==> config.mk <==
export PLATFORM = sky130hd
export DESIGN_NAME = pqnce_back
export DESIGN_NICKNAME = d
export VERILOG_FILES = /design/src/sv/pqnce_pkg.sv /design/src/sv/pqnce_back.sv
export SDC_FILE = /design/constraint.sdc
export NUM_CORES = 2
export LEC_CHECK = 0
export BUFFER_PORTS_ARGS = -buffer_cell sky130_fd_sc_hd__buf_2
export CAP_MARGIN = 20
export CORE_MARGIN = 2
export CORE_UTILIZATION = 55
export DETAILED_ROUTE_END_ITERATION = 16
export GPL_ROUTABILITY_DRIVEN = 1
export PLACE_DENSITY_LB_ADDON = 0.12
export SKIP_LAST_GASP = 1
export SYNTH_ARGS = -nofsm -noshare
export SYNTH_HDL_FRONTEND = slang
export SYNTH_SLANG_ARGS = --single-unit
==> constraint.sdc <==
create_clock -name clk_i -period 12.5 [get_ports clk_i]
set_clock_uncertainty 0.2 [all_clocks]
set_input_delay 0.625 -clock clk_i [delete_from_list [all_inputs] [get_ports clk_i]]
set_output_delay 0.625 -clock clk_i [all_outputs]
set_load 0.01 [all_outputs]
==> src/sv/pqnce_pkg.sv <==
`timescale 1ns / 1ps

package pqnce_pkg;

  localparam int unsigned SUBVEC_COUNT = 4;
  localparam int unsigned CODEWORDS    = 256;
  localparam int unsigned SUBVEC_LEN   = 16;

  localparam int unsigned BOOK_W    = (SUBVEC_COUNT > 1) ? $clog2(SUBVEC_COUNT) : 1;
  localparam int unsigned WORD_W    = $clog2(CODEWORDS);
  localparam int unsigned DIM_W     = (SUBVEC_LEN > 1) ? $clog2(SUBVEC_LEN) : 1;
  localparam int unsigned ADDR_W    = BOOK_W + WORD_W;
  localparam int unsigned RAM_DEPTH = 1 << ADDR_W;

  localparam int unsigned SQ_W   = 16;
  localparam int unsigned GROUPS = (SUBVEC_LEN + 3) / 4;
  localparam int unsigned GRP_W  = SQ_W + 2;
  localparam int unsigned SUM_W  = SQ_W + DIM_W + 1;

  localparam int unsigned QDEPTH = 2;
  localparam int unsigned QPTR_W = (QDEPTH > 1) ? $clog2(QDEPTH) : 1;
  localparam int unsigned QCNT_W = $clog2(QDEPTH + 1);

  localparam logic [7:0] ZP_RESET = 8'd128;

  typedef logic signed [7:0] elem_t;
  typedef elem_t [SUBVEC_LEN-1:0] qvec_t;

  typedef struct packed {
    logic [BOOK_W-1:0] book;
    qvec_t             qvec;
  } job_t;

  typedef struct packed {
    logic              en;
    logic [ADDR_W-1:0] addr;
    logic [DIM_W-1:0]  dim;
    elem_t             data;
  } cbwr_t;

  typedef struct packed {
    logic empty;
    logic full;
  } qstat_t;

endpackage

==> src/sv/pqnce_back.sv <==
`timescale 1ns / 1ps

module pqnce_back (
  input  logic                      clk_i,
  input  logic                      rst_ni,
  input  pqnce_pkg::qstat_t         qstat_i,
  input  pqnce_pkg::job_t           job_i,
  output logic                      pop_o,
  output logic                      rd_en_o,
  output logic [pqnce_pkg::ADDR_W-1:0] rd_addr_o,
  input  pqnce_pkg::qvec_t          cb_i,
  output logic                      idle_o,
  output logic                      done_o,
  output logic [7:0]                code_index_o,
  output logic [1:0]                subvector_number_o,
  output logic                      position_last_o
);

  import pqnce_pkg::*;

  typedef enum logic [2:0] {
    S_IDLE  = 3'b001,
    S_ISSUE = 3'b010,
    S_DRAIN = 3'b100
  } state_e;

  state_e            state_q, state_d;
  logic [WORD_W-1:0] k_q, k_d;
  job_t              job_q;

  logic              rd_v_q, sq_v_q, gs_v_q, tot_v_q;
  logic [WORD_W-1:0] rd_idx_q, sq_idx_q, gs_idx_q, tot_idx_q;
  logic [SQ_W-1:0]   sq_q [SUBVEC_LEN];
  logic [SQ_W-1:0]   sq_d [SUBVEC_LEN];
  logic [GRP_W-1:0]  gs_q [GROUPS];
  logic [GRP_W-1:0]  gs_d [GROUPS];
  logic [SUM_W-1:0]  tot_q, tot_d;
  logic [SUM_W-1:0]  best_q;
  logic [WORD_W-1:0] bestk_q;
  logic              better;
  logic              last_cw;

  logic              done_q;
  logic [7:0]        code_q;
  logic [1:0]        sub_q;
  logic              plast_q;

  assign idle_o    = state_q == S_IDLE;
  assign pop_o     = (state_q == S_IDLE) && !qstat_i.empty;
  assign rd_en_o   = state_q == S_ISSUE;
  assign rd_addr_o = {job_q.book, k_q};
  assign last_cw   = tot_v_q && (tot_idx_q == WORD_W'(CODEWORDS - 1));
  assign better    = (tot_idx_q == '0) || (tot_q < best_q);

  always_comb begin
    state_d = state_q;
    k_d     = k_q;
    unique case (state_q)
      S_IDLE: begin
        if (!qstat_i.empty) begin
          state_d = S_ISSUE;
          k_d     = '0;
        end
      end
      S_ISSUE: begin
        if (k_q == WORD_W'(CODEWORDS - 1)) begin
          state_d = S_DRAIN;
        end else begin
          k_d = k_q + 1'b1;
        end
      end
      S_DRAIN: begin
        if (last_cw) begin
          state_d = S_IDLE;
        end
      end
      default: begin
        state_d = S_IDLE;
      end
    endcase
  end

  // squared differences, one lane per dimension
  always_comb begin
    logic signed [8:0]  diff;
    logic signed [17:0] prod;
    for (int i = 0; i < SUBVEC_LEN; i++) begin
      diff  = 9'(job_q.qvec[i]) - 9'(cb_i[i]);
      prod  = diff * diff;
      sq_d[i] = prod[SQ_W-1:0];
    end
  end

  always_comb begin
    for (int g = 0; g < GROUPS; g++) begin
      gs_d[g] = '0;
      for (int j = 0; j < 4; j++) begin
        if (g * 4 + j < SUBVEC_LEN) begin
          gs_d[g] = gs_d[g] + GRP_W'(sq_q[g * 4 + j]);
        end
      end
    end
  end

  always_comb begin
    tot_d = '0;
    for (int g = 0; g < GROUPS; g++) begin
      tot_d = tot_d + SUM_W'(gs_q[g]);
    end
  end

  always_ff @(posedge clk_i or negedge rst_ni) begin
    if (!rst_ni) begin
      state_q <= S_IDLE;
      rd_v_q  <= 1'b0;
      sq_v_q  <= 1'b0;
      gs_v_q  <= 1'b0;
      tot_v_q <= 1'b0;
      done_q  <= 1'b0;
    end else begin
      state_q <= state_d;
      rd_v_q  <= state_q == S_ISSUE;
      sq_v_q  <= rd_v_q;
      gs_v_q  <= sq_v_q;
      tot_v_q <= gs_v_q;
      done_q  <= last_cw;
    end
  end

  always_ff @(posedge clk_i) begin
    k_q       <= k_d;
    rd_idx_q  <= k_q;
    sq_idx_q  <= rd_idx_q;
    gs_idx_q  <= sq_idx_q;
    tot_idx_q <= gs_idx_q;
    sq_q      <= sq_d;
    gs_q      <= gs_d;
    tot_q     <= tot_d;
    if (pop_o) begin
      job_q <= job_i;
    end
    if (tot_v_q && better) begin
      best_q  <= tot_q;
      bestk_q <= tot_idx_q;
    end
    if (last_cw) begin
      code_q  <= better ? 8'(tot_idx_q) : 8'(bestk_q);
      sub_q   <= 2'(job_q.book);
      plast_q <= job_q.book == BOOK_W'(SUBVEC_COUNT - 1);
    end
  end

  assign done_o             = done_q;
  assign code_index_o       = code_q;
  assign subvector_number_o = sub_q;
  assign position_last_o    = plast_q;

endmodule
Word level (Yosys, flattened, before mapping):

Cells that the tools add are included.

* bits in writable memories: 0
* output and inout bits: 25
* memories: 0
* ROM bits: 0
* logic and storage cells: 130
* flip-flop bits (word level): 567
* input port bits: 262
* latch bits: 0

* muxes and demuxes: 8
* shift operators: 0
* equality and inequality tests: 10
* bitwise gates (word level): 0
* $add $sub $neg: 32
* magnitude comparators: 1
* multipliers: 16
* divide/modulo/power cells: 0
* reductions and logical operators: 9

Operators with widths (number)
* 9-bit by 9-bit multiplier with 16-bit output: 16
* 8-bit by 8-bit subtractor with 9-bit output: 16
* 17-bit by 16-bit adder with 18-bit output: 4
* 18-bit by 16-bit adder with 18-bit output: 4
* 16-bit by 16-bit adder with 17-bit output: 4
* 8-bit 2-to-1 mux: 3
* 20-bit by 18-bit adder with 21-bit output: 1
* 21-bit less-than comparator: 1
* 19-bit by 18-bit adder with 20-bit output: 1
* 18-bit by 18-bit adder with 19-bit output: 1
* 8-bit equality test, second input constant: 2
* 8-bit one-hot mux with 2 select lines: 1
* 3-bit 2-to-1 mux: 3
* 3-bit one-hot mux with 3 select lines: 1
* 8-bit by 1-bit adder with 8-bit output, second input constant: 1
* 8-bit logical NOT: 1
* 2-bit inequality test, second input constant: 3
* 3-bit AND reduction: 2
* 3-bit by 1-bit equality test with 1-bit output, second input constant: 1
* 3-bit by 2-bit equality test with 1-bit output, second input constant: 1
* 3-bit equality test, second input constant: 1
* 1-bit logical AND: 3
* 2-bit equality test, second input constant: 1
* 2-bit by 1-bit inequality test with 1-bit output, second input constant: 1
* 3 further kinds: 3

Depth between registers and ports, before layout:

* depth after elaboration: 4
* depth in mapped cells: 30
* gate-level depth less buffers: 30

Worst setup path after synthesis:

No wires, ideal clock.

* path kind: input to register
* start point: input port qstat_i[1] (netlist name)
* end point: register k_q[0] (enable)
* path buffers: 0
* setup time: 0.381 ns
* data arrival time: 10.921 ns
* cell stages on the path: 3
* required time: 11.919 ns
* setup slack: 0.998 ns
* cell sequence: nor3_1 -> nor2_1 -> a41oi_1

* word-level cells in the longest chain between the ends: 2

RTL lines
* from (decl): line pqnce_back.sv:6 `input pqnce_pkg::qstat_t qstat_i,`
* 2-bit inequality test (no line)
* 3-bit AND reduction (no line)
* to (signal assigned): line pqnce_back.sv:131 `k_q <= k_d;`
* to (decl): line pqnce_back.sv:28 `logic [WORD_W-1:0] k_q, k_d;`

No other way between the ends.
A chain may end at the register's enable or synchronous reset.

==> impl_metrics.env <==
export IMPL_syn_inst=6181
export IMPL_drv_cap=0
export IMPL_cts_sinks=549
export IMPL_insertedDiodeCount=0
export IMPL_clk_path_buf_depth=3
export IMPL_synth_seq_cells=549
export IMPL_grt_overflow_total=0
export IMPL_synth_top_area_share_pct=32.7
export IMPL_ioPinCount=287
export IMPL_cts_root_buf="clkbuf_16"
export IMPL_insertion_delay_ns=0.66
export IMPL_cp_arrival_ns=8.17
export IMPL_syn_to_final_growth_pct=11.4
export IMPL_status="finished, final reports clean"
export IMPL_final_area_mm2=0.0690
export IMPL_place_congestion=0.872
export IMPL_die_w_um=340
export IMPL_route_detailed_drc=0
export IMPL_path_max_fanout=8
export IMPL_slew_headroom_pct=36.1
export IMPL_drt_iter0_drc=1615
export IMPL_layoutNonFillerInstCount=8193
export IMPL_postSynthAreaPerCell_um2=10.0
export IMPL_grt_pass1_vias=43939
export IMPL_rsz0062_at_grt="false"
export IMPL_synth_net_count=8216
export IMPL_synth_edff_count=177
export IMPL_whs_ns=0.114
export IMPL_coreArea_mm2=0.112
export IMPL_fill_cells=9502
export IMPL_die_area_mm2=0.115
export IMPL_synth_area_mm2=0.0619
export IMPL_h_tree_depth=3
export IMPL_antenna_found_initial=2
export IMPL_cts_setup_buffers=0
export IMPL_synthFlopType="dfxtp_1"
export IMPL_period_needed_ns=7.80
export IMPL_fmax_mhz=128
export IMPL_rows=123
export IMPL_drtPass1Iterations=5
export IMPL_grt_pass1_wl_um=214000
export IMPL_tightest_slew_ns=0.951
export IMPL_start_kind="flop"
export IMPL_period_share_pct=62.4
export IMPL_clk_pin_slew_ns=0.06
export IMPL_yosysTopAreaCell="fa_1"
export IMPL_nets=8670
export IMPL_num_vias=40817
export IMPL_wirelength_um=123000
export IMPL_async_reset_ff_share_pct=1.46
export IMPL_initial_core_util_pct=55.3
export IMPL_drive_gt1_share_pct=7.37
export IMPL_portBuffers=285
export IMPL_cts_tree="yes"
export IMPL_min_path_type="reg -> reg"
export IMPL_cp_required_ns=12.88
export IMPL_ys_top_cells_by_area="fa_1 (33%), ha_1 (15%), dfxtp_1 (12%)"
export IMPL_dp_hpwl_um=101000
export IMPL_hold_violations=0
export IMPL_cts_buffers_inserted=70
export IMPL_grt_max_degree=84
export IMPL_grt_usage_pct=22.7
export IMPL_timing_setup_tns_ns=0
export IMPL_synth_yosys_seq_area_share_pct=20.7
export IMPL_synth_warnings=0
export IMPL_dieHeight_um=340
export IMPL_finalSetupViolCount=0
export IMPL_place_inst=7931
export IMPL_placed_area_mm2=0.0651
export IMPL_vias_per_cell=4.98
export IMPL_worstSetupPathType="reg -> reg"
export IMPL_synth_cell_types=70
export IMPL_cp_end_kind="flop"
export IMPL_wl_per_cell_um=15.1
export IMPL_drv_slew=0
export IMPL_drtAntennaViolNets=0
-- layout by cell type (no fill, tap or decap), drive strengths merged, types with 9 or more instances in the layout --
master	n
dlygate4sd3	131
and2	47
a21o	68
inv	1400
clkbuf	88
xor2	86
nand3	13
buf	298
nor2	525
a21boi	20
nand2b	60
edfxtp	177
o31ai	26
nor3	55
o21ai	145
o21a	29
nand2	451
a31o	15
nor2b	47
fa	1010
clkinv	39
dfxtp	364
a31oi	13
o211ai	9
ha	763
a21oi	194
a211oi	16
or3	14
or2	41
a2111oi	13
xnor2	373
o41ai	11
o21bai	49
-- state kept, by name, summed over array words and instances, names as in the netlist, 3 cells and up --
| name | count |
|---|---|
| best_q | 20 |
| bestk_q | 8 |
| code_index_o | 8 |
| gs_idx_q | 8 |
| gs_q | 72 |
| job_q | 128 |
| k_q | 8 |
| rd_idx_q | 8 |
| sq_idx_q | 8 |
| sq_q | 240 |
| state_q | 3 |
| tot_idx_q | 8 |
| tot_q | 20 |
-- worst paths after layout --
kind                                to  slack, ns         from  cells after the start
hold / removal             sq_idx_q[7]       0.11  rd_idx_q[7]                      0
max in group asynchronous   state_q[0]      11.71       rst_ni                      2
min in group asynchronous       sq_v_q       0.15       rst_ni                      2
setup / recovery              sq_q[47]       4.70   job_q[105]                     25
hold reg to reg            sq_idx_q[7]       0.11  rd_idx_q[7]                      0
setup reg to reg              sq_q[47]       4.70   job_q[105]                     25
-- per-layer routing --
layer / wire length (um) / up-vias / global-route usage, %
met4: 2600 / 0 / 5.08
met3: 4490 / 148 / 3.23
met1: 56600 / 19968 / 31.2
li1: - / 20076 / -
met2: 59800 / 625 / 38.1
met5: 0 / - / 0
-- cell usage after synthesis, types with 9 or more instances --
master	n
nand2b_1	60
fa_1	1010
a211oi_1	16
xor2_1	86
o41ai_1	11
clkbuf_1	34
inv_1	1385
o21bai_1	49
nor3_1	55
a31oi_1	13
or2_2	41
a21oi_1	193
o21ai_0	145
dfxtp_1	364
and2_1	47
clkinv_1	22
buf_2	11
a21o_1	68
edfxtp_1	177
xnor2_1	371
nand2_1	451
o21a_1	29
or3_1	14
o211ai_1	9
a2111oi_0	13
nand3_1	13
o31ai_1	24
ha_1	763
a31o_2	15
nor2_1	523
nor2b_1	46
a21boi_0	20
-- cell type report --
class,instances,area (um^2),area share [%]
multi-input cells,4176,43600,63.3
flip-flops and latches,549,12800,18.6
inverters,1409,5290,7.67
repair buffers,429,2850,4.13
clock buffers,88,1980,2.87
well taps,1500,1880,2.72
clock inverters,42,528,0.766
-- stage by stage --
step                setup WS [ns]  util, %
floorplan                   0.998        -
finish                       4.70     61.6
CTS                          4.77     61.5
global route                 4.09     61.6
detailed placement           4.45     58.1
global placement             4.55     58.1
-- kinds of logic (layout without fill, tap and decap cells) --
kind of cell | after synthesis | count (layout) | synth area share, %
adder cells (fa/ha/maj) | 1773 | 1773 | 48.1
buffers and inverters | 1456 | 1968 | 8.86
AND/OR/NAND/NOR | 1283 | 1283 | 8.95
AO/OA/AOI/OAI | 660 | 660 | 6.91
flip-flops | 549 | 549 | 20.7
XOR/XNOR | 459 | 459 | 6.52
multiplexers | 1 | 1 | 0.0162
-- repair_timing --
action / CTS / global route
endpoints found under the setup margin: 0 / 0
gates resized for setup: 0 / 0
hold buffers: 131 / 0
hold endpoints to repair: 138 / 0
-- critical path, cell delays in order (launching register included) --
cell and delay (ns):
edfxtp_1 0.42, ha_1 0.28, nor2b_1 0.12, o21ai_0 0.72
a21boi_0 0.29, o21ai_0 0.30, a21oi_1 0.12, xor2_1 0.60
inv_1 0.29, nor2_1 0.20, fa_1 0.43, inv_1 0.08
fa_1 0.41, inv_1 0.08, fa_1 0.44, fa_1 0.50
inv_1 0.05, fa_1 0.50, inv_1 0.04, ha_1 0.31
o21ai_0 0.12, a21boi_0 0.25, o21ai_0 0.14, a221oi_1 0.43
a31oi_1 0.17, xnor2_1 0.21
Power is not shown: default switching activity piles up to over one toggle a cycle in this logic, so the estimate is an artifact.
