<file path="config.mk">
export PLATFORM = sky130hd
export DESIGN_NAME = pqnce_queue
export DESIGN_NICKNAME = d
export VERILOG_FILES = /design/src/sv/pqnce_pkg.sv /design/src/sv/pqnce_queue.sv
export SDC_FILE = /design/constraint.sdc
export NUM_CORES = 1
export LEC_CHECK = 0
export BUFFER_PORTS_ARGS = -buffer_cell sky130_fd_sc_hd__buf_4
export CAP_MARGIN = 20
export CORE_UTILIZATION = 56
export CTS_CLUSTER_DIAMETER = 150
export CTS_CLUSTER_SIZE = 10
export DETAILED_ROUTE_END_ITERATION = 16
export PLACE_DENSITY = 0.91
export SLEW_MARGIN = 20
export SYNTH_ARGS = -nofsm -noshare
export SYNTH_HDL_FRONTEND = slang
export SYNTH_SLANG_ARGS = --single-unit
export TNS_END_PERCENT = 1
</file>
<file path="constraint.sdc">
create_clock -name clk_i -period 11 [get_ports clk_i]
set_input_delay 2.2 -clock clk_i [delete_from_list [all_inputs] [get_ports clk_i]]
set_output_delay 2.2 -clock clk_i [all_outputs]
set_load 0.005 [all_outputs]
</file>
<file path="src/sv/pqnce_pkg.sv">
`timescale 1ns / 1ps

package pqnce_pkg;

  localparam int unsigned SUBVEC_COUNT = 4;
  localparam int unsigned CODEWORDS    = 256;
  localparam int unsigned SUBVEC_LEN   = 16;

  localparam int unsigned BOOK_W    = (SUBVEC_COUNT > 1) ? $clog2(SUBVEC_COUNT) : 1;
  localparam int unsigned WORD_W    = $clog2(CODEWORDS);
  localparam int unsigned DIM_W     = (SUBVEC_LEN > 1) ? $clog2(SUBVEC_LEN) : 1;
  localparam int unsigned ADDR_W    = BOOK_W + WORD_W;
  localparam int unsigned RAM_DEPTH = 1 << ADDR_W;

  localparam int unsigned SQ_W   = 16;
  localparam int unsigned GROUPS = (SUBVEC_LEN + 3) / 4;
  localparam int unsigned GRP_W  = SQ_W + 2;
  localparam int unsigned SUM_W  = SQ_W + DIM_W + 1;

  localparam int unsigned QDEPTH = 2;
  localparam int unsigned QPTR_W = (QDEPTH > 1) ? $clog2(QDEPTH) : 1;
  localparam int unsigned QCNT_W = $clog2(QDEPTH + 1);

  localparam logic [7:0] ZP_RESET = 8'd128;

  typedef logic signed [7:0] elem_t;
  typedef elem_t [SUBVEC_LEN-1:0] qvec_t;

  typedef struct packed {
    logic [BOOK_W-1:0] book;
    qvec_t             qvec;
  } job_t;

  typedef struct packed {
    logic              en;
    logic [ADDR_W-1:0] addr;
    logic [DIM_W-1:0]  dim;
    elem_t             data;
  } cbwr_t;

  typedef struct packed {
    logic empty;
    logic full;
  } qstat_t;

endpackage

</file>
<file path="src/sv/pqnce_queue.sv">
`timescale 1ns / 1ps

module pqnce_queue (
  input  logic              clk_i,
  input  logic              rst_ni,
  input  logic              push_i,
  input  pqnce_pkg::job_t   job_i,
  input  logic              pop_i,
  output pqnce_pkg::job_t   job_o,
  output pqnce_pkg::qstat_t qstat_o
);

  import pqnce_pkg::*;

  job_t              ent_q [QDEPTH];
  logic [QPTR_W-1:0] wptr_q, rptr_q;
  logic [QCNT_W-1:0] cnt_q;

  always_ff @(posedge clk_i or negedge rst_ni) begin
    if (!rst_ni) begin
      wptr_q <= '0;
      rptr_q <= '0;
      cnt_q  <= '0;
    end else begin
      if (push_i) begin
        wptr_q <= (wptr_q == QPTR_W'(QDEPTH - 1)) ? '0 : wptr_q + 1'b1;
      end
      if (pop_i) begin
        rptr_q <= (rptr_q == QPTR_W'(QDEPTH - 1)) ? '0 : rptr_q + 1'b1;
      end
      if (push_i && !pop_i) begin
        cnt_q <= cnt_q + 1'b1;
      end else if (pop_i && !push_i) begin
        cnt_q <= cnt_q - 1'b1;
      end
    end
  end

  always_ff @(posedge clk_i) begin
    if (push_i) begin
      ent_q[wptr_q] <= job_i;
    end
  end

  assign job_o         = ent_q[rptr_q];
  assign qstat_o.empty = cnt_q == '0;
  assign qstat_o.full  = cnt_q == QCNT_W'(QDEPTH);

endmodule

</file>
Word-level counts from Yosys, hierarchy flattened
Memory sizes are Yosys's and may differ from the RTL's. Cells that the tools add are included.

Register bits after elaboration: 4. Latch bits: 0. Bits in writable memories: 260. Bits in read-only memories: 0. Input port bits: 134. Output and inout bits: 132. Word-level logic and storage cells: 21. Memories: 1.

Memories: ent_q (depth 2, width 130, rd ports 1, clocked after memory_dff 0, write ports 1, RTL line pqnce_queue.sv:15) `job_t ent_q [QDEPTH];`.

Add/sub/neg operators: 4. $mul: 0. Divide/modulo/power cells: 0. $lt $le $gt $ge: 0. Equal/unequal tests: 1. Shift operators: 0. Mux-type cells: 6. Bitwise operators: 0. Reductions and logical operators: 6.

Operators with widths (count): 1-bit two-way mux (4); 2-bit two-way mux (2); 1-bit adder, second input constant (2); 2-bit by 1-bit adder with 2-bit output, second input constant (1); 2-bit equality test, second input constant (1); 1-bit logical AND (2); 1-bit zero test (2); 2-bit zero test (1); 2-bit nonzero test (1); 2-bit by 1-bit subtractor with 2-bit output, second input constant (1).

Logic depth before layout (Yosys ltp)
Gate-level depths: netlist (run 1).

Depth after elaboration: 4. Depth in mapped cells: 5. Depth with buffers taken out: 5.

Worst setup path before layout (run 1)
No wires, ideal clock.

Path kind: input port to flip-flop. Start point: in push_i. End point: mem ent_q[0][0] in the netlist's numbering (enable). Library setup time: 0.636 ns. Arrival: 7.834 ns. Data required time: 10.364 ns. Setup slack: 2.530 ns. Cell stages on the path: 1. Path buffers: 0. Cells stage by stage: nor2b_1.

Cells in the longest elaborated chain, start to end: 2.

Ends and longest elaborated chain: start: declaration (RTL line pqnce_queue.sv:6) `input logic push_i,`; 1-bit two-way mux (RTL line pqnce_queue.sv:40) `if (push_i) begin`; 1-bit two-way mux (implied by the code) (RTL line pqnce_queue.sv:41) `ent_q[wptr_q] <= job_i;`; end: declaration (RTL line pqnce_queue.sv:15).

Every way passes these cells.

==> results.txt, run 1 <==
The flow ran to the end, and the final reports show no timing, DRC or antenna violations. Summing all multi-input logic gate instances after layout gives about 1900 µm². In this run the static leakage power is ~5.1 nW. The number of nets with antenna violations after detailed routing is 0. The number of DRC violations after detailed routing is 0. The total net switching power is between 800 and 900 µW.

The tightest min-delay check is of the reg -> reg type. Data on the critical path arrives at its endpoint at 2.54 ns. The maximum number of pins on one net before global-route repair is 81.

The number of antenna violations at the first check in global routing came to 0. Counting flops and latches in the post-synthesis netlist gives 264. The post-synthesis average cell area is ~24 µm². The minimum setup slack after placement is roughly 6.2 ns.

The count of cells in the finished layout, fillers not included, comes to around 950. In the final layout, flip-flops and latches occupy a little under 8000 µm². The switching portion of total power came out at 25.2%. The number of nets produced by synthesis came out at 556. The placeable core region is 17,300 µm². The number of setup buffers added after CTS came out at 0. The transition at the pin with the smallest max-transition slack came out at 0.995 ns.

The shortest clock period the worst path allows after layout is 4.74 ns. The biggest area contributor in the post-synthesis netlist is edfxtp_1. In this run the worst setup path begins at rptr_q. The vias after detailed routing is 4,945. Yosys mapped a number of flops with a built-in enable equal to 260.

After technology mapping, the gate count stands at 421. The placement row count is 48. The die is 135 µm tall. The number of vias per cell came out at 5.23. The number of global-route vias before repair is 5,230. The power per cell area came out at 251 nW/µm².

Once the floorplan was initialized, standard cells occupied 57.5% of the core. The most common cell in the netlist is edfxtp_1. The number of hold buffers added after CTS came out at 0. Sorting the synthesized cells by how often they occur yields edfxtp_1, mux2_4, mux2_2. The fraction of power consumed by the clock network came out at 25.8%. The final setup slack of the worst path is 6.26 ns. STA classifies the critical path endpoint as an output pin.

In this run the critical register-to-register path is launched from wptr_q. In this run the worst path has a maximum fanout of 55. After clock tree synthesis, the clock-pin slew on the worst setup and hold paths is 0.05 ns.

The top-level I/O count is 266. The TritonCTS buffer count is 30. The post-cts resize count came out at 0. The total of buffers placed on input and output ports came out at approximately 270.

The origin of the worst min-delay path is cnt_q[1]. For this run, the total global-route usage over all layers was measured as 19.9%. Setup repair after global routing left no endpoint under its margin. The fraction of post-synthesis cell area in the top cell type by area came out at 78.5%. The detailed-route wire length per cell came out at 20.0 µm. The fraction of registers with async set/reset came out at 1.52%. The overall power of the completed layout is 3.26 mW. The latest clock arrival within the worst-skew pair is about 0.52 ns. The achievable frequency came out at ~0.21 GHz. After detailed placement, the total cell area comes to about 12,000 µm².

The tree is rooted in a clkbuf_16. The number of DRC violations after detailed-routing iteration 0 came out at 234. Combinational logic is responsible for 31.1% of the overall power.

The number of max-capacitance violations reported is 0. The leftover overflow at the end of global routing came out at 0. The number of sinks on the clock net came out at approximately 260. The worst setup path is of the reg -> out kind.

The number of distinct library cells after synthesis came out at 14. The post-route cell area came out at 13,000 µm². After filler insertion, the fill cell instance count of the layout stands at 967. The number of pins with negative max-slew slack in the final report came to 0. The setup skew after layout came out at 0.00725 ns. The maximum root-to-sink buffer count is 3. Data on the critical path is required at its endpoint by 8.80 ns. The die span in x is around 140 µm. The predominant post-synthesis flop cell is edfxtp_1.

The setup total negative slack is 0 ns. The cell count after placement came out at 901. Ranked by total cell area, the synthesized netlist is headed by edfxtp_1, mux2_4, mux2_2. The post-detailed-placement half-perimeter wirelength is 12,600 µm. The layout-stage area growth over the synthesis result came out at 30.5%. The maximum VDD drop came out at 0.240 mV. The net count of the finished layout is 844.

The die area came out at 18,300 µm². The headroom to the max-slew limit came out at 33.7%. The proportion of synthesized chip area in sequential cells came out at 79.5%. The weighted congestion reported at the end of routability-driven placement came out at 0.758. For this run, the number of Yosys warnings is 0. The number of levels the H-tree was split into came out at 1. STA classifies the critical path startpoint as a flip-flop. In the final layout, the share of cells above drive strength 1 is 60.5%. The combined area of all synthesized cells is 9940 µm². The internal power of the cells came out at ~2.4 mW. The number of hold violations in the final report was 0.

The number of antenna cells inserted came out at 0. For this block, the routed nets add up to 18,900 µm of wire. The first detailed-routing pass ran for 4 iterations. TritonCTS built the clock tree. The fraction of the cycle the final worst path needs came out at 43.1%. Setup violations remaining at the end of the flow were counted as 0. The sequential power share came out at between 40% and 50%. The first-pass GRT wire length came out at 27,200 µm.
-- final timing paths --
path                                end  slack (ns)  cells after the start
max                          job_o[113]        6.26                      3
min                            cnt_q[1]        0.51                      1
max reg2reg                ent_q[0][87]        8.09                      3
min reg2reg                    cnt_q[1]        0.51                      1
max in group asynchronous        rptr_q        9.42                      1
min in group asynchronous        wptr_q        1.46                      1
-- routing by layer --
| layer | GRT usage, % | part of all wire, % |
|---|---|---|
| met1 | 21.5 | 35 |
| met2 | 37.3 | 55 |
| met3 | 4.94 | 7.2 |
| met4 | 7.68 | 3.0 |
| met5 | 0 | 0 |
-- cells by family (layout without fill, tap and decap cells) --
logic type    after synthesis  count (layout)  synth area share, %
fa+ha+maj                   1               1                0.126
mux                       130             130                 18.1
xor+xnor                    5               5                0.440
flops                     264             264                 79.5
simple gates                5               5                0.264
buf+inv                    16             316                 1.52
-- layout make-up --
type | count | area share [%]
multi-input cells | 141 | 14.6
inverters | 1 | 0.0289
well taps | 225 | 2.17
repair buffers | 271 | 15.8
clock inverters | 1 | 0.0675
clock buffers | 43 | 6.33
flip-flops and latches | 264 | 61.0
-- cell usage in the layout (no fill, tap or decap) --
cell type  netlist  layout
edfxtp_1       260     260
clkbuf_16        0      31
buf_16           0       1
and2_4           0       1
nor2_1           2       2
nor2b_4          0       1
clkbuf_1         0      12
xnor2_1          1       1
buf_4            0     270
ha_1             1       1
mux2_4          90      90
inv_1            1       1
dfrtp_1          4       3
xor2_1           4       4
clkinv_4         0       1
mux2_2          40      40
dfrtp_4          0       1
nor2b_1          2       1
-- power groups by stage --
stage / Combinational, mW / Sequential (mW) / Clock (mW)
final: 1.01 / 1.41 / 0.842
after global routing: 1.07 / 1.42 / 0.897
after CTS: 1.02 / 1.41 / 0.858
after detailed placement: 1.02 / 1.43 / 0
after global placement: 0.988 / 1.41 / 0
after floorplan: 0.604 / 1.42 / 0
-- worst max-delay path, cell delays in order, from the launching register on --
cell and delay, ns:
dfrtp_4 0.59, buf_4 0.82, mux2_2 0.42, buf_4 0.13
-- flip-flops by register name, indices dropped and copies added (netlist names) --
| register | cells |
|---|---|
| ent_q | 260 |
| cnt_q | 2 |
| rptr_q | 1 |
| wptr_q | 1 |
-- metrics by stage --
stage          utilization, %  hold WS [ns]
6_report                 75.0         0.510
5_1_grt                  75.0         0.541
4_1_cts                  74.9         0.523
3_5_place_dp             70.1         0.512
3_3_place_gp             70.1         0.471
2_1_floorplan               -         0.455
Note: power is estimated with default switching activity, not from simulation.
==> inputs of run 2 (changes only) <==
- CORE_UTILIZATION: 56 -> 52
- PLACE_DENSITY: 0.91 -> 0.86
- clock period: 11 -> 4.6 ns (I/O delays scaled with it)
==> results.txt, run 2 (synthesis results as in run 1) <==
The headroom to the max-slew limit is 38.8% (+5.1 points). The global routing stage identified its most utilized layer as met2. The clock slew at the register clock pins of the worst setup and hold paths came out at 0.06 ns (about the same).

The placement row count was 50 (+4.2%). The combined global-route utilization of all metal layers came out at 18.3% (-1.6 points). Walking the worst path, the cells encountered are buf_12 -> mux2_2 -> buf_4. The latest clock arrival within the worst-skew pair came to 0.53 ns (about the same). The number of max-capacitance violations reported came out at 0 (unchanged). The setup skew after layout came out at 0.0116 ns (+0.00438 ns). The first-pass GRT wire length came out at 27,500 µm (+0.88%). The number of fill cells in the layout came out at 1,139 (+18%). The fraction of power consumed by the clock network is 26.0% (+0.2 points). The top-level I/O count is 266 (unchanged). The sum of routed wire length over all layers came out at 18,600 µm (-1.5%). The share of post-route cells with drive strength above 1 is 60.4% (about the same). The flow ran to the end, and the final reports show no timing, DRC or antenna violations. The number of pins with negative max-slew slack in the final report came out at 0 (unchanged). The post-cts resize count came out at 0 (unchanged). The die span in x came out at 140 µm (+3.7%). TritonCTS built the clock tree. The cell count after placement came out at 910 (+1.0%).

The maximum root-to-sink buffer count is 3 (unchanged). The TritonCTS buffer count came out at 30 (unchanged). The number of hold buffers added after CTS is 0 (unchanged). The hold slack is 0.180 ns (-0.330 ns). The number of setup buffers added after CTS came out at 0 (unchanged). The commonest non-fill, non-tap cell in the layout is buf_4. The initial core utilization came to 53.2% (-4.3 points).

Setup repair after global routing left no endpoint under its margin. The number of DRC violations after detailed-routing iteration 0 is 256 (+9.4%). Counting I/O delays and the setup requirement, the final critical path takes 3.18 ns. The type of origin of the critical path is a flip-flop.

The layout-stage area growth over the synthesis result is 30.7%. The switching portion of total power came out at 25.3% (+0.067 points). The cell area after placement came out at 12,200 µm² (+0.40%). The placeable core region is 18,700 µm² (+8.1%). The sequential power share came out at 42.6% (-0.5 points). The number of nets with antenna violations after detailed routing came out at 0 (unchanged). The path class of the tightest hold or removal check is in -> async. The number of sinks on the clock net is 264 (unchanged). The highest fanout seen on the critical path came out at 131 (+140%). The internal power of the cells came to 5.84 mW (+140%). The highest cell delay on the worst timing path is 0.65 ns (-0.17 ns).

The fraction of the cycle the final worst path needs is 69.2%. The combinational cell fraction of total power is 31.4% (+0.3 points). The die area came out at 19,700 µm² (+7.6%). The post-route cell area is 13,000 µm² (+0.18%). The post-detailed-placement half-perimeter wirelength is 12,200 µm (-3.6%).

The net count reported at finish is 843 (-0.12%). The type of element capturing the critical path is an output pin. The final setup violation count is 0 (unchanged). The overall power of the completed layout came out at 7.81 mW (+140%). The global-route track usage on met1 came out at 21.1% (-0.42 points). The final setup slack of the worst path was 1.42 ns (-4.84 ns). The power per cell area is 601 nW/µm² (+140%).

The number of hold violations in the final report came out at 0 (unchanged). The number of vias per cell came to 5.15 (-1.4%). The maximum VDD drop came to 0.511 mV (+110%). The fraction of met2 tracks used by global routing came to 31.3% (-6.0 points). The first-pass iteration count of the detailed router is 4 (unchanged). The weighted congestion reported at the end of routability-driven placement came to 0.734 (-3.1%). The vias after detailed routing came to 4,923 (-0.44%). The setup total negative slack came to 0 ns (unchanged). The total of buffers placed on input and output ports is 265 (unchanged). Among all stages on the critical path, the largest delay is contributed by buf_12. The required time of the worst setup path is 3.68 ns (-5.12 ns). The transition at the pin with the smallest max-transition slack is 0.919 ns (-0.0762 ns). The share of the core filled with cells in the final layout is 69.5% (-5.5 points). The detailed-route wire length per cell is 19.5 µm (-2.5%).

In the final layout, the registers with the most flip-flops are ent_q (260), cnt_q (2). The flip-flop count of the largest register after layout is 260 (unchanged). The number of levels the H-tree was split into came out at 1 (unchanged). The filler-free cell count of the finished design came out at 955 (+0.95%). The number of antenna violations at the first check in global routing is 3 (+3).

The leftover overflow at the end of global routing is 0 (unchanged). CTS placed an instance of clkbuf_16 at the clock tree root. The type of the setup path with the least slack is reg -> out. Ranked by flip-flop count, first place goes to ent_q.

The minimum setup slack after placement is 1.97 ns (-4.20 ns). The arrival time of the worst setup path is 2.26 ns (-0.28 ns). The library cells used most frequently in the layout, excluding fill and tap cells, are buf_4, edfxtp_1, mux2_4. The leakage component of the power is 5.14 nW (about the same).

The chip height came out at 140 µm (+3.7%). The achievable frequency is between 0.3 and 0.4 GHz. The number of global-route vias before repair came to 5,244 (+0.27%). The maximum number of pins on one net before global-route repair came to 132 (+63%). The total net switching power is 1.97 mW (+140%). The fraction of met3 tracks used by global routing came to 6.67% (+1.7 points). The number of DRC violations after detailed routing is 0 (unchanged).
==> run 2: cell type report <==
cell class / instances / area [µm²] / area share (%)
Antenna cell: 1 / 2.50 / 0.0193
Sequential cell: 264 / 7910 / 60.9
Inverter: 1 / 3.75 / 0.0289
Timing Repair Buffer: 270 / 2060 / 15.9
Clock inverter: 1 / 8.76 / 0.0674
Tap cell: 234 / 293 / 2.25
Clock buffer: 43 / 821 / 6.31
Multi-Input combinational cell: 141 / 1890 / 14.6
==> run 2: path summary, 6_finish.rpt <==
kind | endpoint | startpoint | slack [ns] | cells after the start
worst max-delay path | job_o[128] | rptr_q | 1.42 | 3
worst min-delay path | rptr_q | rst_ni | 0.18 | 1
worst max register to register | ent_q[1][60] | wptr_q | 2.58 | 2
worst min register to register | cnt_q[1] | cnt_q[1] | 0.51 | 1
max in group asynchronous | rptr_q | rst_ni | 4.31 | 1
min in group clk_i | cnt_q[1] | cnt_q[1] | 0.51 | 1
==> run 2: layer usage <==
layer	vias up	wire, µm
met5	-	27
met4	4	523
met3	50	1880
met2	258	9340
met1	2378	6850
li1	2233	-
==> run 2: critical path, delay by kind of cell (launching register included) <==
kind / cells / cell delay, ns
mux: 1 / 0.44
flops: 1 / 0.41
buf+inv: 2 / 0.79
==> run 2: power by group through the flow <==
stage	Clock (mW)	Combinational, mW	Sequential [mW]
after floorplan	0	1.45	3.36
after global placement	0	2.42	3.34
after detailed placement	0	2.48	3.37
after CTS	2.08	2.49	3.33
after global routing	2.18	2.60	3.36
final	2.03	2.46	3.32
