==> src/sv/pqnce_pkg.sv <==
`timescale 1ns / 1ps

package pqnce_pkg;

  localparam int unsigned SUBVEC_COUNT = 4;
  localparam int unsigned CODEWORDS    = 256;
  localparam int unsigned SUBVEC_LEN   = 16;

  localparam int unsigned BOOK_W    = (SUBVEC_COUNT > 1) ? $clog2(SUBVEC_COUNT) : 1;
  localparam int unsigned WORD_W    = $clog2(CODEWORDS);
  localparam int unsigned DIM_W     = (SUBVEC_LEN > 1) ? $clog2(SUBVEC_LEN) : 1;
  localparam int unsigned ADDR_W    = BOOK_W + WORD_W;
  localparam int unsigned RAM_DEPTH = 1 << ADDR_W;

  localparam int unsigned SQ_W   = 16;
  localparam int unsigned GROUPS = (SUBVEC_LEN + 3) / 4;
  localparam int unsigned GRP_W  = SQ_W + 2;
  localparam int unsigned SUM_W  = SQ_W + DIM_W + 1;

  localparam int unsigned QDEPTH = 2;
  localparam int unsigned QPTR_W = (QDEPTH > 1) ? $clog2(QDEPTH) : 1;
  localparam int unsigned QCNT_W = $clog2(QDEPTH + 1);

  localparam logic [7:0] ZP_RESET = 8'd128;

  typedef logic signed [7:0] elem_t;
  typedef elem_t [SUBVEC_LEN-1:0] qvec_t;

  typedef struct packed {
    logic [BOOK_W-1:0] book;
    qvec_t             qvec;
  } job_t;

  typedef struct packed {
    logic              en;
    logic [ADDR_W-1:0] addr;
    logic [DIM_W-1:0]  dim;
    elem_t             data;
  } cbwr_t;

  typedef struct packed {
    logic empty;
    logic full;
  } qstat_t;

endpackage

==> src/sv/pqnce_front.sv <==
`timescale 1ns / 1ps

module pqnce_front (
  input  logic               clk_i,
  input  logic               rst_ni,
  input  logic               start_i,
  output logic               busy_o,
  input  logic               req_type_i,
  input  logic [7:0]         latent_byte_i,
  input  logic signed [7:0]  entry_value_i,
  input  logic [1:0]         entry_book_i,
  input  logic [7:0]         entry_word_i,
  input  logic [3:0]         entry_dim_i,
  input  logic               cfg_valid_i,
  output logic               cfg_ready_o,
  input  logic [7:0]         cfg_data_i,
  input  pqnce_pkg::qstat_t  qstat_i,
  input  logic               back_idle_i,
  output logic               push_o,
  output pqnce_pkg::job_t    job_o,
  output pqnce_pkg::cbwr_t   cbwr_o
);

  import pqnce_pkg::*;

  logic              accept;
  logic              latent_acc;
  logic              in_range;
  logic              wr_go;
  logic              sub_done;
  elem_t             byte_adj;
  logic              wr_pend_q, wr_pend_d;
  logic [7:0]        zp_q, zp_d;
  logic [DIM_W-1:0]  dim_q, dim_d;
  logic [BOOK_W-1:0] book_q, book_d;
  logic [ADDR_W-1:0] wr_addr_q;
  logic [DIM_W-1:0]  wr_dim_q;
  elem_t             wr_data_q;
  qvec_t             qbuf_q, qbuf_d;

  assign cfg_ready_o = 1'b1;
  assign busy_o      = wr_pend_q | qstat_i.full;
  assign accept      = start_i & ~busy_o;
  assign latent_acc  = accept & ~req_type_i;
  assign wr_go       = wr_pend_q & qstat_i.empty & back_idle_i;
  assign byte_adj    = elem_t'(latent_byte_i - zp_q);
  assign sub_done    = dim_q == DIM_W'(SUBVEC_LEN - 1);

  assign in_range = (32'(entry_book_i) < SUBVEC_COUNT) &&
                    (32'(entry_word_i) < CODEWORDS) &&
                    (32'(entry_dim_i) < SUBVEC_LEN);

  always_comb begin
    zp_d      = zp_q;
    wr_pend_d = wr_pend_q;
    dim_d     = dim_q;
    book_d    = book_q;
    qbuf_d    = qbuf_q;
    if (cfg_valid_i && cfg_ready_o) begin
      zp_d = cfg_data_i;
    end
    if (accept && req_type_i && in_range) begin
      wr_pend_d = 1'b1;
    end else if (wr_go) begin
      wr_pend_d = 1'b0;
    end
    if (latent_acc) begin
      qbuf_d[dim_q] = byte_adj;
      if (sub_done) begin
        dim_d  = '0;
        book_d = (book_q == BOOK_W'(SUBVEC_COUNT - 1)) ? '0 : book_q + 1'b1;
      end else begin
        dim_d = dim_q + 1'b1;
      end
    end
  end

  always_ff @(posedge clk_i or negedge rst_ni) begin
    if (!rst_ni) begin
      zp_q      <= ZP_RESET;
      wr_pend_q <= 1'b0;
      dim_q     <= '0;
      book_q    <= '0;
    end else begin
      zp_q      <= zp_d;
      wr_pend_q <= wr_pend_d;
      dim_q     <= dim_d;
      book_q    <= book_d;
    end
  end

  always_ff @(posedge clk_i) begin
    qbuf_q <= qbuf_d;
    if (accept && req_type_i) begin
      wr_addr_q <= {BOOK_W'(entry_book_i), WORD_W'(entry_word_i)};
      wr_dim_q  <= DIM_W'(entry_dim_i);
      wr_data_q <= entry_value_i;
    end
  end

  assign push_o     = latent_acc & sub_done;
  assign job_o.book = book_q;
  assign job_o.qvec = qbuf_d;

  assign cbwr_o.en   = wr_go;
  assign cbwr_o.addr = wr_addr_q;
  assign cbwr_o.dim  = wr_dim_q;
  assign cbwr_o.data = wr_data_q;

endmodule

==> config.mk <==
export PLATFORM = sky130hd
export DESIGN_NAME = pqnce_front
export DESIGN_NICKNAME = d
export VERILOG_FILES = /design/src/sv/pqnce_pkg.sv /design/src/sv/pqnce_front.sv
export SDC_FILE = /design/constraint.sdc
export NUM_CORES = 1
export LEC_CHECK = 0
export ABC_CLOCK_PERIOD_IN_PS = 3250
export BUFFER_PORTS_ARGS = -buffer_cell sky130_fd_sc_hd__buf_2
export CAP_MARGIN = 20
export CORE_MARGIN = 2
export CORE_UTILIZATION = 45
export DETAILED_ROUTE_END_ITERATION = 10
export GPL_TIMING_DRIVEN = 0
export PLACE_DENSITY = 0.75
export REMOVE_ABC_BUFFERS = 1
export SYNTH_ARGS = -nofsm -noshare
export SYNTH_HDL_FRONTEND = slang
export SYNTH_SLANG_ARGS = --single-unit
==> constraint.sdc <==
create_clock -name clk_i -period 3.25 [get_ports clk_i]
set_input_delay 0.8125 -clock clk_i [delete_from_list [all_inputs] [get_ports clk_i]]
set_output_delay 0.8125 -clock clk_i [all_outputs]
set_load 0.005 [all_outputs]
# Word level (Yosys, flattened, before mapping)
# Cells that the tools add are included.
# classes
add_sub_neg,3
n_lt_le_gt_ge,2
eq_ne,2
muxes,8
n_bitwise,8
reduce_logical,4
# op_table
operator,n
$bwmux 128,1
$mux 128,1
$demux 8 s4,1
$mux 8,1
$sub 8x8->8,1
$and 1x1->1,5
$lt 4x5->1 const B,1
$add 4x1->4 const B,1
$eq 4x4->1 const B,1
$ge 4x1->1 const B,1
$mux 4,1
$add 2x1->2 const B,1
$eq 2x2->1 const B,1
$logic_and 1x1->1,2
$mux 1,2
$mux 2,1
$not 1->1,2
$reduce_and 2->1,1
$reduce_bool 2->1,1
$or 1x1->1,1
# word_totals
reg_bits,165
word_cells,50

# Longest topological paths before layout
# Gate-level depths: netlist (run 1).
# depth
ltp_word,6
ltp_mapped,9
depth_no_buf,8

# Worst setup path after synthesis (run 1)
# OpenSTA, ideal clock, no wires.
# synth_timing
path_kind,input to output
from,in latent_byte_i[0]
to,out job_o[54] (netlist name)
t_arrival_ns,2.475
slack_ns,-0.038
path_stages,9
path_buffers,1
path_cell_list,inv_1 ha_1 inv_1 fa_1 a211oi_1 or4b_1 o2111ai_2 buf_6 mux2_1
# synth_rtl
item,line,rtl
"start, declared",pqnce_front.sv:9,"input logic [7:0] latent_byte_i,"
"end, declared",pqnce_front.sv:20,"output pqnce_pkg::job_t job_o,"

==> impl_metrics.env, run 1 <==
export IMPL_status="complete, but fails checks"
export IMPL_violations="negative setup slack"
export IMPL_synth_edf_count=22
export IMPL_yosysMostFrequentCell="dfxtp_1"
export IMPL_antenna_found_initial=0
export IMPL_nNetsFinal=818
export IMPL_synth_area_top_cells="dfxtp_1 (42%), edfxtp_1 (11%), nand2_1 (6.5%), dfrtp_1 (5.7%), mux2_2 (4.9%)"
export IMPL_clk_path_buf_depth=2
export IMPL_cp_data_required_time_ns=2.44
export IMPL_antennaDiodeCount=0
export IMPL_place_gp_congestion=0.789
export IMPL_cts_clk_slew_worst_paths_ns=0.07
export IMPL_endpoint="job_o[46]"
export IMPL_p_leak_nw=3.98
export IMPL_yosys_area_top_type_share_pct=41.7
export IMPL_synth_distinct_cells=52
export IMPL_ys_seq_area_share_pct=58.5
export IMPL_ff2ff_path_depth=9
export IMPL_final_instance_count_excl_fill=948
export IMPL_setup_slack_ns=-0.300
export IMPL_drcViolationCount=0
export IMPL_period_share_pct=109
export IMPL_vdd_drop_max_uv=425
export IMPL_tightest_slew_ns=0.996
export IMPL_fp_dieW_um=121
export IMPL_switching_share_pct=32.7
export IMPL_min_path_type="in -> async"
export IMPL_ys_ff_latch=165
export IMPL_cts_sinks=165
export IMPL_syn_area_per_cell_um2=11.5
export IMPL_drtAntennaViolNets=0
export IMPL_slew_headroom_pct=33.6
export IMPL_pwr_share_seq_pct=38.6
export IMPL_whs_ns=0.301
export IMPL_grt_max_degree=24
export IMPL_startpoint_type="input port"
export IMPL_reg2reg_from="zp_q[0]"
export IMPL_end_kind="primary output"
export IMPL_crit_start="latent_byte_i[0]"
export IMPL_drive_above_1_share_pct=51.4
export IMPL_hold_viol=0
export IMPL_portBuffers=200
export IMPL_max_stage_delay_ns=0.38
export IMPL_cts_buffers=17
export IMPL_r2r_end="qbuf_q[86]"
export IMPL_cap_violations=0
export IMPL_grt_pass1_vias=4843
export IMPL_place_ws_ns=-0.922
export IMPL_clk_latency_ns=0.43
export IMPL_post_place_cells=882
export IMPL_ys_top_cells_by_count="dfxtp_1 (128), nand2_1 (107), o21ai_1 (41)"
export IMPL_initial_utilization_pct=46.3
export IMPL_cts_tree="built"
export IMPL_cts_htree_levels=4
export IMPL_synth_ff_type="dfxtp_1"
export IMPL_via_per_inst=5.13
export IMPL_path_class="in -> out"
export IMPL_r2r_setup_slack_ns=0.94
export IMPL_core_region_area_um2=13300
export IMPL_drt_total_wl_mm=17.7
export IMPL_layout_min_cycle_time_ns=3.55
export IMPL_grt_ovfl_total=0
export IMPL_die_area_um2=14600
export IMPL_combPwrFrac_pct=33.5
export IMPL_vias=4860
export IMPL_syn_to_final_growth_pct=46.2
export IMPL_netlist_instances=535
export IMPL_critPathMostFrequentCell="buf_6"
export IMPL_num_rows=42
export IMPL_cts_root_buffer="clkbuf_16"
export IMPL_hpwl_mm=10.8
export IMPL_ios=202
export IMPL_wl_per_cell_um=18.6
export IMPL_synth_warnings=0
export IMPL_grt_pass1_wl_mm=25.7
export IMPL_finalMaxSlewViolations=0
export IMPL_dr_pass1_iters=4
export IMPL_p_int_mw=4.74
export IMPL_power_density_nw_per_um2=782
export IMPL_cp_data_arrival_time_ns=2.74
export IMPL_path_cells="buf_6, inv_4, ha_4, inv_2, fa_2, a211oi_4, or4b_4, o2111ai_4, buf_6, mux2_4, buf_6"
export IMPL_clockPowerShare_pct=28.0
export IMPL_setup_violations=64
export IMPL_critPathSlowestCell="fa_2"
export IMPL_fp_dieH_um=121
export IMPL_rsz0062_at_grt="true"
export IMPL_grtUsageTotal_pct=23.3
export IMPL_synth_area_leader_cell="dfxtp_1"
export IMPL_syn_area_um2=6150
export IMPL_drt_iter0_markers=255
export IMPL_p_switching_mw=2.30
export IMPL_worstPathMaxFanout=5
export IMPL_fin_skew_ns=0.0116
export IMPL_fmax_ghz=0.282
export IMPL_synthArstFlopShare_pct=9.09
==> metrics by stage <==
step / setup TNS, ns / power (mW) / instance area (um^2) / utilization [%]
floorplan: -72.67 / 3.62 / 5890 / -
detailed placement: -52.67 / 4.43 / 7200 / 54.2
global route: -11.30 / 7.38 / 8990 / 67.6
CTS: -6.74 / 6.84 / 8640 / 65.0
global placement: -201.41 / 4.30 / 7120 / 53.5
finish: -7.96 / 7.04 / 8990 / 67.6
==> area by class of cell <==
class	count	area, um^2
Sequential cell	165	3600
Inverter	15	58.8
Tap cell	176	220
Clock inverter	15	153
Timing Repair Buffer	234	1530
Multi-Input combinational cell	326	3010
Clock buffer	17	425
Fill cell	973	4300
==> kinds of logic (layout without fill, tap and decap cells) <==
logic type	Yosys count	in the layout	share of synthesized area [%]
xor+xnor	5	5	0.712
buf+inv	49	281	5.09
fa+ha+maj	13	13	2.77
mux	35	35	6.71
flops	165	165	58.5
simple gates	142	147	12.7
compound gates	125	125	13.5
other cells	1	1	0.0610
==> how the worst min path moves through the flow <==
stage / endpoint / cells after the start / slack, ns / startpoint
after floorplan: qbuf_q[101] / 2 / 0.44 / qbuf_q[101]
after global placement: qbuf_q[93] / 2 / 0.43 / qbuf_q[93]
after detailed placement: qbuf_q[77] / 2 / 0.43 / qbuf_q[77]
after CTS: dim_q[1] / 1 / 0.30 / rst_ni
after global routing: dim_q[3] / 1 / 0.32 / rst_ni
final: dim_q[3] / 1 / 0.30 / rst_ni
==> worst max-delay path, delay by kind of cell <==
family	cells	cell delay, ns
fa+ha+maj	2	0.50
buf+inv	5	0.48
compound gates	2	0.42
mux	1	0.30
simple gates	1	0.20
==> power groups by stage <==
| stage | combinational, mW | clock (mW) | sequential, mW |
|---|---|---|---|
| after floorplan | 0.917 | 0 | 2.70 |
| after global placement | 1.58 | 0 | 2.72 |
| after detailed placement | 1.69 | 0 | 2.74 |
| after CTS | 2.14 | 2.00 | 2.71 |
| after global routing | 2.53 | 2.09 | 2.76 |
| final | 2.36 | 1.97 | 2.71 |
==> routing by layer <==
metal / up-vias / wire length, um / global-route usage, %
met1: 2329 / 7170 / 27.7
li1: 2332 / - / -
met5: - / 0 / 0
met3: 36 / 932 / 5.73
met4: 0 / 533 / 9.30
met2: 163 / 9030 / 40.1
==> what timing repair did <==
item                                    in CTS  in global routing
hold buffers                                 0                  0
endpoints found under the setup margin     126                 85
hold endpoints to repair                     0                  0
buffers inserted                            24                  3
resized for setup                          116                 50
pin swaps                                   38                 16
gates cloned                                 3                  4
==> cell usage in the layout (no fill, tap or decap), types with 4 or more instances in the layout <==
cell         n
ha_1         4
nand3_2      5
clkinv_2     5
o21ai_4     14
dfrtp_1     14
ha_4         7
buf_4       14
clkinv_4     4
buf_6       30
o31ai_4     17
nand2_1    106
buf_12       7
clkbuf_16   17
buf_2      181
inv_1       13
edfxtp_1    22
nand3_4     15
o31ai_1      7
o21ai_1     33
mux2_2      18
mux2_4      17
a21oi_4      4
o31ai_2      8
o21ai_0     25
nor2_2       4
dfxtp_1    128
==> sequential cells by signal, summed over array words and instances (netlist names) <==
signal / cells
wr_dim_q: 4
zp_q: 8
book_q: 2
dim_q: 4
qbuf_q: 128
wr_data_q: 8
wr_addr_q: 10
wr_pend_q: 1
Note: power is estimated with default switching activity, not from simulation.
==> inputs of run 2 (changes only) <==
--- a/config.mk
+++ b/config.mk
@@ -10,6 +10,7 @@
 export CAP_MARGIN = 20
 export CORE_MARGIN = 2
 export CORE_UTILIZATION = 45
+export CTS_BUF_LIST = sky130_fd_sc_hd__clkbuf_8
 export DETAILED_ROUTE_END_ITERATION = 10
 export GPL_TIMING_DRIVEN = 0
 export PLACE_DENSITY = 0.75
==> run 2 against run 1 <==
Net effect:
- the run still ends with negative setup slack left
- global-route usage is 0.56 points lower
- critical path depth stayed put
- design area is 3.6% lower
- routed wire length is 2.9% lower
- die area stayed put
- hold slack worse by 0.040 ns
- maximum frequency is 0.51% higher
- cell count stayed put
- first-iteration DRC count is 16% higher
- critical path type unchanged
- largest power group unchanged
- highest routed layer unchanged
==> impl_metrics.env, run 2 (synthesis gave the netlist of run 1 again) <==
export IMPL_status="complete, but fails checks"
export IMPL_violations="negative setup slack"
export IMPL_grt_ovfl_total=0
export IMPL_finalMaxSlewViolations=0
export IMPL_drt_total_wl_mm=17.2
export IMPL_drcViolationCount=0
export IMPL_critPathSlowestCell="fa_2"
export IMPL_drt_iter0_markers=296
export IMPL_startpoint_type="input port"
export IMPL_rsz0062_at_grt="true"
export IMPL_antennaDiodeCount=0
export IMPL_cts_htree_levels=4
export IMPL_whs_ns=0.262
export IMPL_wl_per_cell_um=18.1
export IMPL_dpl_instance_area_um2=7200
export IMPL_layout_min_cycle_time_ns=3.53
export IMPL_cts_buffers=17
export IMPL_final_common_cell="buf_2"
export IMPL_core_region_area_um2=13300
export IMPL_vdd_drop_max_uv=452
export IMPL_setup_violations=64
export IMPL_fmax_ghz=0.283
export IMPL_place_gp_congestion=0.789
export IMPL_drtAntennaViolNets=0
export IMPL_power_density_nw_per_um2=742
export IMPL_clk_latency_ns=0.47
export IMPL_cp_data_required_time_ns=2.44
export IMPL_finalInstanceArea_um2=8670
export IMPL_grt_max_degree=24
export IMPL_antenna_found_initial=0
export IMPL_initial_utilization_pct=46.3
export IMPL_syn_to_final_growth_pct=40.9
export IMPL_layout_common_cells="buf_2 (182), dfxtp_1 (128), nand2_1 (106)"
export IMPL_vias=4856
export IMPL_total_power_mw=6.43
export IMPL_post_route_util_pct=65.2
export IMPL_clk_path_buf_depth=2
export IMPL_critPathMostFrequentCell="buf_6"
export IMPL_max_stage_delay_ns=0.38
export IMPL_via_per_inst=5.12
export IMPL_fp_dieH_um=121
export IMPL_top_regs="qbuf_q (128), wr_addr_q (10)"
export IMPL_path_class="in -> out"
export IMPL_end_kind="primary output"
export IMPL_fill_cells=1039
export IMPL_slew_headroom_pct=33.9
export IMPL_fin_skew_ns=0.0214
export IMPL_path_cells="buf_6, inv_4, ha_4, inv_2, fa_2, a211oi_4, or4b_4, o2111ai_4, buf_6, mux2_2, buf_2"
export IMPL_place_ws_ns=-0.922
export IMPL_die_area_um2=14600
export IMPL_hold_viol=0
export IMPL_cts_sinks=165
export IMPL_nNetsFinal=818
export IMPL_cts_clk_slew_worst_paths_ns=0.09
export IMPL_critical_path_top_delay_family="adder cells"
export IMPL_tightest_slew_ns=0.992
export IMPL_setup_slack_ns=-0.282
export IMPL_grt_pass1_wl_mm=25.2
export IMPL_grtUsageTotal_pct=22.7
export IMPL_reg2reg_from="zp_q[0]"
export IMPL_p_leak_nw=3.86
export IMPL_grt_pass1_vias=4789
export IMPL_cts_tree="built"
export IMPL_critical_path_buf_inv_count=5
export IMPL_fp_dieW_um=121
export IMPL_cts_root_buffer="clkbuf_8"
export IMPL_hold_buffers=0
export IMPL_worstPathMaxFanout=6
export IMPL_cp_data_arrival_time_ns=2.72
export IMPL_cap_violations=0
export IMPL_dr_pass1_iters=4
export IMPL_num_rows=42
export IMPL_portBuffers=200
export IMPL_multi_input_area_um2=2910
export IMPL_top_register="qbuf_q"
export IMPL_ios=202
export IMPL_min_path_type="in -> async"
export IMPL_crit_start="latent_byte_i[0]"
export IMPL_seq_area_um2=3600
export IMPL_period_share_pct=109
export IMPL_drive_above_1_share_pct=51.4
export IMPL_largest_reg_flops=128
export IMPL_hpwl_mm=10.8
==> run 2: changes by cell type in the layout (fill, tap and decap cells not counted), sizes merged <==
cell	previous run	this run
clkbuf	17	18
buf	234	231
nand3	20	22
==> run 2: final timing paths <==
check | to | slack (ns) | cells past startpoint
min in group clk_i | qbuf_q[7] | 0.45 | 2
hold / removal | dim_q[3] | 0.26 | 1
setup / recovery | job_o[22] | -0.28 | 11
setup reg to reg | qbuf_q[86] | 0.95 | 9
max in group asynchronous | zp_q[7] | 2.67 | 1
hold reg to reg | qbuf_q[7] | 0.45 | 2
==> run 2: stage by stage <==
step	setup TNS [ns]	instances
final	-7.60	948
after global routing	-10.78	948
after CTS	-6.92	938
after detailed placement	-52.67	882
after global placement	-201.41	877
after floorplan	-72.67	501
==> run 2: repair_timing <==
action                     CTS  global route
pin swaps                   27             9
setup buffers               22             3
setup endpoints to repair  126            96
gates cloned                 2             7
gates resized for setup     97            50
==> run 2: cell type report <==
type	count	area share (%)
clock buffers	17	2.70
clock inverters	15	1.76
inverters	15	0.678
multi-input cells	328	33.6
flip-flops and latches	165	41.5
well taps	176	2.54
repair buffers	232	17.2
==> run 2: where the power goes <==
part           total [mW]  internal, mW  leakage, nW  switching [mW]
Clock                1.46         0.686        0.205           0.770
Sequential           2.71          2.55         1.43           0.157
Combinational        2.27          1.01         2.23            1.26
==> run 2: worst register-to-register path, stage by stage (launching register included) <==
cell	delay, ns
dfrtp_1	0.40
ha_4	0.16
inv_2	0.03
fa_2	0.38
a211oi_4	0.28
or4b_4	0.21
o2111ai_4	0.15
buf_6	0.19
mux2_4	0.28
buf_4	0.13
==> run 2: per-layer routing <==
metal | up-vias | global-route usage [%] | part of all wire, %
li1 | 2325 | - | -
met1 | 2335 | 27.2 | 41
met2 | 163 | 38.3 | 51
met3 | 33 | 6.30 | 5.9
met4 | 0 | 9.52 | 2.5
met5 | - | 0 | 0
==> inputs of run 3 (changes only) <==
--- a/config.mk
+++ b/config.mk
@@ -5,6 +5,7 @@
 export SDC_FILE = /design/constraint.sdc
 export NUM_CORES = 1
 export LEC_CHECK = 0
+export ABC_AREA = 1
 export ABC_CLOCK_PERIOD_IN_PS = 3250
 export BUFFER_PORTS_ARGS = -buffer_cell sky130_fd_sc_hd__buf_2
 export CAP_MARGIN = 20
==> run 3 against run 2 <==
Net effect:
- the run now ends clean
- maximum frequency increased by 9.6%
- design area decreased by 3.4%
- core utilization decreased by 2.2 points
- cell count increased by 18%
- sequential share of layout area increased by 1.4 points
- worst setup slack improved by 0.31 ns
- first-iteration DRC count decreased by 1.4%
- combinational power increased by 8.8%
- global-route usage increased by 0.68 points
- non-clock buffer count decreased by 4
- hold slack improved by 0.0087 ns
- power increased by 5.6%
- critical path type unchanged
- highest routed layer unchanged
==> impl_metrics.env, run 3 <==
export IMPL_netlist_instances=701
export IMPL_grt_ovfl_total=0
export IMPL_antennaDiodeCount=0
export IMPL_path_class="in -> out"
export IMPL_final_common_cell="nand2_1"
export IMPL_synth_area_leader_cell="dfxtp_1"
export IMPL_crit_start="latent_byte_i[0]"
export IMPL_vias=5293
export IMPL_grt_max_degree=17
export IMPL_via_per_inst=4.72
export IMPL_dpl_instance_area_um2=7340
export IMPL_power_density_nw_per_um2=811
export IMPL_total_power_mw=6.79
export IMPL_portBuffers=200
export IMPL_hold_buffers=0
export IMPL_initial_utilization_pct=46.4
export IMPL_syn_area_per_cell_um2=8.80
export IMPL_worstPathMaxFanout=8
export IMPL_synth_warnings=0
export IMPL_cts_clk_slew_worst_paths_ns=0.08
export IMPL_period_share_pct=99.1
export IMPL_grt_pass1_wl_mm=25.9
export IMPL_synth_xor_area_share_pct=0.953
export IMPL_cp_data_required_time_ns=2.44
export IMPL_cap_violations=0
export IMPL_yosys_area_top_type_share_pct=41.5
export IMPL_fin_setup_tns_ns=0
export IMPL_cts_tree="built"
export IMPL_end_kind="primary output"
export IMPL_cts_buffers=17
export IMPL_cts_htree_levels=4
export IMPL_cp_data_arrival_time_ns=2.41
export IMPL_synth_area_top_cells="dfxtp_1 (42%), nand2_1 (20%), edfxtp_1 (11%), dfrtp_1 (5.7%), nand3_1 (4.3%)"
export IMPL_startpoint_type="input port"
export IMPL_largest_reg_flops=128
export IMPL_multi_input_area_um2=2680
export IMPL_fin_skew_ns=0.0129
export IMPL_ys_top_cells_by_count="nand2_1 (335), dfxtp_1 (128), nand3_1 (53)"
export IMPL_fp_dieH_um=121
export IMPL_seq_area_um2=3600
export IMPL_ff2ff_path_depth=20
export IMPL_synthMuxAreaShare_pct=0.365
export IMPL_status="finished, final reports clean"
export IMPL_num_rows=42
export IMPL_reg2reg_from="zp_q[0]"
export IMPL_syn_to_final_growth_pct=35.8
export IMPL_drcViolationCount=0
export IMPL_r2r_setup_slack_ns=0.19
export IMPL_p_leak_nw=4.33
export IMPL_hpwl_mm=11.1
export IMPL_synth_edf_count=22
export IMPL_finalMaxSlewViolations=0
export IMPL_top_regs="qbuf_q (128), wr_addr_q (10)"
export IMPL_rsz0062_at_grt="true"
export IMPL_finalInstanceArea_um2=8380
export IMPL_fp_dieW_um=121
export IMPL_clk_latency_ns=0.46
export IMPL_top_register="qbuf_q"
export IMPL_ys_seq_area_share_pct=58.4
export IMPL_synthAdderAreaFrac_pct=2.76
export IMPL_place_gp_congestion=0.794
export IMPL_layout_common_cells="nand2_1 (307), buf_2 (188), dfxtp_1 (128)"
export IMPL_synth_top_family_by_area="simple AND/OR/NAND/NOR gates"
export IMPL_wl_per_cell_um=15.2
export IMPL_synthArstFlopShare_pct=9.09
export IMPL_min_path_type="in -> async"
export IMPL_synth_distinct_cells=36
export IMPL_tightest_slew_ns=0.526
export IMPL_synth_compound_area_share_pct=2.88
export IMPL_clk_path_buf_depth=2
export IMPL_r2r_end="qbuf_q[118]"
export IMPL_fill_cells=1111
export IMPL_cts_root_buffer="clkbuf_8"
export IMPL_ys_ff_latch=165
export IMPL_layout_min_cycle_time_ns=3.22
export IMPL_slew_headroom_pct=64.9
export IMPL_fmax_ghz=0.310
export IMPL_core_region_area_um2=13300
export IMPL_yosys_area_share_simple_pct=30.6
export IMPL_setup_violations=0
export IMPL_grtUsageTotal_pct=23.4
export IMPL_drtAntennaViolNets=0
export IMPL_ios=202
export IMPL_vdd_drop_max_uv=504
export IMPL_hold_viol=0
export IMPL_grt_pass1_vias=4982
export IMPL_syn_area_um2=6170
export IMPL_nNetsFinal=992
export IMPL_drive_above_1_share_pct=39.0
export IMPL_drt_iter0_markers=292
export IMPL_cts_sinks=165
export IMPL_synth_ff_type="dfxtp_1"
export IMPL_drt_total_wl_mm=17.1
export IMPL_die_area_um2=14700
export IMPL_yosysMostFrequentCell="nand2_1"
export IMPL_dr_pass1_iters=5
export IMPL_antenna_found_initial=0
==> run 3: changes by cell type in the layout (fill, tap and decap cells not counted), moves of 16 or more <==
cell / change
inv_2: +18
mux2_4: -19
nand2_1: +201
nand2_2: +23
nand3_1: +35
o21ai_0: -16
o21ai_1: -21
o31ai_2: -17
==> run 3: timing repair <==
item / 4_1_cts / 5_1_grt
resized for setup: 46 / 47
pin swaps: 19 / 29
endpoints found under the hold margin: 0 / 0
cloned: 3 / 0
setup buffers: 19 / 6
endpoints found under the setup margin: 113 / 68
==> run 3: worst max-delay path, cell delays in order <==
cell	delay [ns]
buf_6	0.10
inv_4	0.05
ha_4	0.12
inv_2	0.04
fa_2	0.35
nand2_2	0.07
nand2_2	0.06
nand3b_1	0.17
nand3b_1	0.17
buf_6	0.20
nand3_2	0.08
nand2_2	0.07
buf_2	0.13
==> run 3: metrics by stage <==
stage          util (%)  instances  worst slack [ns]  hold WS (ns)
6_report           63.0       1122            0.0281         0.270
5_1_grt            63.0       1122           -0.0501         0.258
4_1_cts            61.0       1116           -0.0272         0.248
3_5_place_dp       55.2       1062            -0.595         0.426
3_3_place_gp       54.9       1060            -0.900         0.421
2_1_floorplan         -        684             0.171         0.435
==> run 3: layout make-up <==
type | count | area share [%]
Timing Repair Buffer | 228 | 16.2
Multi-Input combinational cell | 479 | 31.9
Tap cell | 176 | 2.63
Clock buffer | 19 | 3.12
Clock inverter | 13 | 1.27
Sequential cell | 165 | 43.0
Inverter | 42 | 1.91
==> run 3: cell families (layout without fill, tap and decap cells) <==
group	Yosys count	after routing
simple gates	425	427
flops	165	165
buf+inv	59	302
compound gates	31	31
fa+ha+maj	13	13
xor+xnor	5	5
mux	2	2
other cells	1	1
==> run 3: per-layer routing <==
| metal | share of wire (%) | wire length, um | vias up | track usage [%] |
|---|---|---|---|---|
| li1 | - | - | 2678 | - |
| met1 | 44 | 7510 | 2438 | 29.8 |
| met2 | 49 | 8440 | 157 | 38.8 |
| met3 | 5.3 | 913 | 20 | 5.73 |
| met4 | 1.4 | 244 | 0 | 7.92 |
| met5 | 0 | 0 | - | 0 |
==> run 3: where the power goes <==
part	switching, mW	internal (mW)	leakage [nW]
clock	0.747	0.641	0.192
sequential	0.198	2.73	1.43
combinational	1.40	1.07	2.71
total	2.35	4.44	4.33
==> run 3: worst max path at each step <==
stage               cells after the start         end  slack (ns)
finish                                 13   job_o[86]        0.03
global route                           13   job_o[70]       -0.05
CTS                                    13   job_o[22]       -0.03
detailed placement                     12   job_o[62]       -0.60
global placement                        9   job_o[82]       -0.90
floorplan                               7  job_o[106]        0.17
